**src/sv/frst_pkg.sv**
```systemverilog
// shared constants, types and command/status structs for the range-sum table
package frst_pkg;

    localparam int unsigned FRST_SIZE = 1024;
    localparam int unsigned IDX_W     = 10;
    localparam int unsigned DATA_W    = 64;

    localparam logic FUNC_ADD   = 1'b0;
    localparam logic FUNC_RANGE = 1'b1;

    typedef enum logic [2:0] {
        ST_CLEAR,
        ST_IDLE,
        ST_ADD_RD,
        ST_ADD_WR,
        ST_SUM_HI,
        ST_SUM_LO,
        ST_DONE
    } t_state;

    typedef struct packed {
        logic ready;
        logic accept;
        logic clear;
        logic add_rd;
        logic add_wr;
        logic walk;
        logic walk_neg;
        logic load_out;
    } t_cmd;

    typedef struct packed {
        logic req_valid;
        logic req_func;
        logic req_oob;
        logic clr_last;
        logic add_last;
        logic t_zero;
        logic out_busy;
    } t_sts;

endpackage

```
**src/sv/frst_ctrl.sv**
```systemverilog
// sequencer for clearing, add walks and range-sum walks
module frst_ctrl
    import frst_pkg::*;
(
    input  logic i_clk,
    input  logic i_rst_n,
    input  t_sts i_sts,
    output t_cmd o_cmd
);

    t_state r_state;
    t_state n_state;

    always_ff @(posedge i_clk) begin
        if (!i_rst_n) begin
            r_state <= ST_CLEAR;
        end else begin
            r_state <= n_state;
        end
    end

    always_comb begin
        n_state = r_state;
        unique case (r_state)
            ST_CLEAR: begin
                if (i_sts.clr_last) n_state = ST_IDLE;
            end
            ST_IDLE: begin
                if (i_sts.req_valid) begin
                    if (i_sts.req_func == FUNC_RANGE) begin
                        n_state = ST_SUM_HI;
                    end else if (!i_sts.req_oob) begin
                        n_state = ST_ADD_RD;
                    end
                end
            end
            ST_ADD_RD: n_state = ST_ADD_WR;
            ST_ADD_WR: begin
                n_state = i_sts.add_last ? ST_IDLE : ST_ADD_RD;
            end
            ST_SUM_HI: begin
                if (i_sts.t_zero) n_state = ST_SUM_LO;
            end
            ST_SUM_LO: begin
                if (i_sts.t_zero) n_state = ST_DONE;
            end
            ST_DONE: begin
                if (!i_sts.out_busy) n_state = ST_IDLE;
            end
            default: n_state = ST_CLEAR;
        endcase
    end

    always_comb begin
        o_cmd = '0;
        unique case (r_state)
            ST_CLEAR:  o_cmd.clear = 1'b1;
            ST_IDLE: begin
                o_cmd.ready  = 1'b1;
                o_cmd.accept = i_sts.req_valid;
            end
            ST_ADD_RD: o_cmd.add_rd = 1'b1;
            ST_ADD_WR: o_cmd.add_wr = 1'b1;
            ST_SUM_HI: o_cmd.walk = 1'b1;
            ST_SUM_LO: begin
                o_cmd.walk     = 1'b1;
                o_cmd.walk_neg = 1'b1;
            end
            ST_DONE:   o_cmd.load_out = !i_sts.out_busy;
            default:   o_cmd = '0;
        endcase
    end

endmodule

```
**config.mk**
```make
export PLATFORM = sky130hd
export DESIGN_NAME = frst_ctrl
export DESIGN_NICKNAME = d
export VERILOG_FILES = /design/src/sv/frst_pkg.sv /design/src/sv/frst_ctrl.sv
export SDC_FILE = /design/constraint.sdc
export NUM_CORES = 1
export LEC_CHECK = 0
export BUFFER_PORTS_ARGS = -buffer_cell sky130_fd_sc_hd__buf_2
export CORE_AREA = 2 2 39 41
export DETAILED_ROUTE_END_ITERATION = 7
export DIE_AREA = 0 0 41 43
export SLEW_MARGIN = 40
export SYNTH_ARGS = -nofsm -noshare
export SYNTH_HDL_FRONTEND = slang
export SYNTH_SLANG_ARGS = --single-unit
```
**constraint.sdc**
```tcl
create_clock -name i_clk -period 1.1 [get_ports i_clk]
set_clock_uncertainty 0.15 [all_clocks]
set_input_delay 0.22 -clock i_clk [delete_from_list [all_inputs] [get_ports i_clk]]
set_output_delay 0.22 -clock i_clk [all_outputs]
set_load 0.03 [all_outputs]
```
### After elaboration in Yosys (flattened, before gate mapping)

Index checks and enable logic that the tools add are counted.

* input port bits: 9
* register bits: 3
* logic and storage cells: 33

* equal/unequal tests: 12
* mux-type cells: 16
* reductions and logical operators: 4

Operators by type and width (number)
* 2-to-1 mux 3 bit: 7
* one-hot mux 3 bit (7 select lines): 1
* != test 2 bit, second input constant: 5
* equality test 3 bit, second input constant: 3
* equality test 3 x 2 -> 1 bit, second input constant: 2
* 2-to-1 mux 1 bit: 6
* AND reduction 6 bit: 1
* 2-to-1 mux 2 bit: 2
* equality test 3 x 1 -> 1 bit, second input constant: 1
* zero test 3 bit: 1
* != test 3 bit, second input constant: 1
* OR reduction 2 bit: 1
* zero test 1 bit: 1

### Depth between registers and ports, before layout

* depth after elaboration: 4
* gate-level depth with buffers: 5
* mapped depth without buffers: 4

### Worst setup path after synthesis

OpenSTA, ideal clock, no wires.

* path kind: register -> output
* start: reg r_state[1]
* end: out o_cmd[0] (netlist name)
* setup slack: -0.781 ns
* arrival time: 1.511 ns
* required time: 0.730 ns
* cell stages (with the launch flop): 3
* buffers on the path: 1
* path through: dfxtp_1 > buf_2 > nor4bb_1

RTL lines
* start, declared: line frst_ctrl.sv:11 `t_state r_state;`
* start signal, assigned: line frst_ctrl.sv:18 `r_state <= n_state;`
* end, declared: line frst_ctrl.sv:8 `output t_cmd o_cmd`

==> results summary <==
The relative slew slack came out at between 80% and 90%. The static power due to leakage came out at 0.2809 nW. The final global-route overflow total is 0.

The setup slack of the critical path after layout came out at -351.0 ps. The maximum number of pins on one net before global-route repair came out at 10. The post-layout net count is 77. The die boundary height is 43 um. The worst path buffer plus inverter count came out at 1. The global-route wire length before repair came out at 1352 um. Setup repair after global routing could not meet its margin everywhere. The floorplan die area is 1763 um^2. The clock input transition at the sequential cells of the worst setup and hold paths is 40 ps. For this run, the slowest stage of the critical path takes 380 ps. The placeable core region came out at between 1000 and 1500 um^2. TritonCTS built the clock tree. The flow ran to the end, but the final reports show violations. The number of endpoints with negative hold slack in the final report is 0. At the pin with the least slew margin, the transition time is 222.3 ps.

Internal power comes to 653.5 uW. The via count of the first global-routing pass came out at 349. The number of flops mapped to enable cells by yosys came out at 0.

The initialized floorplan defines 14 standard-cell rows. In the synthesized netlist the async set-or-reset flop fraction comes to 0%. The maximum fanout encountered on the critical timing path is 6. Dividing total power by cell area gives a power density of between 1500 and 2000 nW/um^2. The final-report max-slew violation count is 0. The period utilization came out at 131.9%. The final-report setup violation count came out at 11.

CTS built an H-tree with a depth of 1. The worst setup path is captured at an output port. The final critical-path required period came out at between 1000 and 1500 ps.

The clock network is responsible for 18.2% of the overall power. For this design, the slowest cell found on the critical path is dfxtp_4. The worst vdd rail ir drop came out at 0.6553 mV. The maximum number of buffers from clock root to sink came out at 2. The remaining antenna violation count after routing came out at 0. The max-cap check violation count is 0. The number of placed I/O pins came out at 17. The design draws 1.070 mW.

The required time of the worst setup path is between 700 and 800 ps. 0 antenna diodes ended up in the layout. Once the floorplan was initialized, standard cells occupied 21.16% of the core. The global routing usage summed across all routing layers came out at 11.22%. The warning count from the yosys run came out at 0. The largest registers in the layout are r_state (3). The later-pin clock latency in the skew report came out at around 230 ps.

The proportion of power drawn by combinational gates is 63.5%. The synthesis-to-layout area growth is 115.0%. The tightest min-delay check is of the input pin to flop type.

The number of antenna violations at the first check in global routing is 0. The net switching power figure came out at approximately 420 uW. The first-pass iteration count of the detailed router is 2. Summing every instance area after synthesis gives 292.8 um^2. The average cell area after synthesis came out at roughly 7.7 um^2. In the final layout, the share of cells above drive strength 1 is 70.15%. For this run, the register share of the synthesized area comes to 20.51%.

The switching share of power came out at 38.91%. The startpoint-to-endpoint class of the critical path is flop to output port. The tree built by TritonCTS fans out to 3 sinks. The total number of vias is 368.

Synthesis produced a netlist whose cell count is 38. The register with the most flip-flops in the layout has 3 of them. The final routed wirelength across all metal layers is ~860 um. In this run the clock root is driven by a clkbuf_4. The share of the core filled with cells came out at 45.48%. The number of buffer cells added on primary ports is 16.

The post-synthesis net count came out at 47. The number of buffers added by the clock tree synthesis step came out at 3. The signal on the critical path passes through nor4bb_4, buf_6. In the synthesized netlist the dominant register cell turns out to be dfxtp_1. The cell type group with the largest total delay on the critical path is flip-flops. The portion of total power attributed to sequential cells came out at 18.3%.

The register with the most flip-flops in the final layout is r_state. The filler cell count in the final layout is 140. The starting DRC count in detailed routing came out at 4. The placer's final routability congestion estimate came out at 0.6800. The number of vias per cell after detailed routing is 4.434.

The checks that failed: setup timing. The signal arrival time at the worst endpoint came out at 1080 ps. The worst setup path is launched from a flop.

The die outline width came out at approximately 41 um. For this run, design rule violations remaining after detail routing come to 0. The flop and latch count out of synthesis is 3. In this run, distinct cell masters in the synthesized netlist total 24. The average routed wire per standard cell is 10.31 um. The worst hold slack across all endpoints is roughly 98 ps. The maximum clock frequency came out at 0.6892 GHz.
==> Yosys cell counts, drive strengths merged (2+ instances only) <==
library cell  number  share of area, %
nand2              4               5.1
a21oi              3               6.4
buf                3               6.0
dfxtp              3                21
nor2b              3               6.4
and2               2               4.3
and3               2               4.3
inv                2               2.6
nand2b             2               4.3
nand3b             2               5.1
nor2               2               5.1
==> through the flow <==
stage          instance area [um^2]  cells  TNS [ps]  setup WS (ps)
2_1_floorplan                 356.6     38    -919.1         -230.9
6_report                      629.4     83     -2934         -351.0
3_3_place_gp                  475.5     74     -1516         -197.3
3_5_place_dp                  475.5     74     -1648         -221.3
4_1_cts                       590.6     81     -3137         -368.2
5_1_grt                       629.4     83     -3374         -401.2
==> path summary, 6_finish.rpt <==
| path | from | endpoint | slack [ps] | depth (start not counted) |
|---|---|---|---|---|
| min reg2reg | r_state[1] | r_state[1] | 500 | 2 |
| max reg2reg | r_state[0] | r_state[0] | -220 | 5 |
| min | i_rst_n | r_state[1] | 100 | 3 |
| max | r_state[2] | o_cmd[0] | -350 | 2 |
==> power groups by stage <==
stage	clock network, mW	logic [mW]	registers (mW)
floorplan	0	0.378	0.161
global placement	0	0.458	0.205
detailed placement	0	0.462	0.206
CTS	0.199	0.619	0.190
global route	0.207	0.719	0.202
finish	0.195	0.679	0.196
==> kinds of logic (layout without fill, tap and decap cells) <==
| logic type | Yosys count | count (layout) | synth area share, % |
|---|---|---|---|
| compound gates | 7 | 7 | 19.23 |
| buf+inv | 5 | 34 | 8.549 |
| flops | 3 | 3 | 20.51 |
| simple gates | 23 | 23 | 51.70 |
==> cells in the final DEF (no fill, tap or decap) <==
cell type  Yosys  layout
buf_6          0      12
buf_2          2       8
buf_4          1       8
nand2_1        4       4
clkbuf_4       0       3
dfxtp_4        0       3
and2_4         0       2
inv_1          2       2
nor2b_1        3       2
nand2b_1       2       2
a21oi_2        1       2
nand3b_1       2       2
nor2b_4        0       1
and3b_2        0       1
nor3b_4        0       1
nor2_4         1       1
and3_2         0       1
nor3_2         0       1
nor4bb_4       0       1
nand4b_1       1       1
o221ai_4       0       1
a21oi_1        2       1
a22o_1         1       1
nand3_2        1       1
a31o_1         1       1
o21ai_1        1       1
nor2_1         1       1
and3_1         2       1
clkbuf_1       0       1
==> timing repair <==
item	4_1_cts	5_1_grt
buffers inserted	3	2
hold buffers	0	0
gates resized for setup	22	7
endpoints found under the setup margin	11	11
pin swaps	5	5
hold endpoints to repair	0	0
==> worst register-to-register path, stage by stage, from the launching register on <==
cell and delay [ps]:
dfxtp_4 370, buf_6 130, buf_6 110, o221ai_4 230
a31o_1 170, o21ai_1 50
==> per-layer routing <==
layer | global-route usage (%) | wire length, um
met5 | 0 | 0
met4 | 6.000 | 19
met3 | 1.571 | 26
met2 | 17.81 | 426
met1 | 13.74 | 384
==> cell type report <==
| type | count | area [um^2] | share of cell area (%) |
|---|---|---|---|
| flip-flops and latches | 3 | 71.32 | 11.33 |
| well taps | 16 | 20.02 | 3.181 |
| repair buffers | 28 | 235.2 | 37.38 |
| inverters | 2 | 7.507 | 1.193 |
| clock buffers | 4 | 26.28 | 4.175 |
| multi-input cells | 30 | 269.0 | 42.74 |
(Power assumes the default switching activity.)
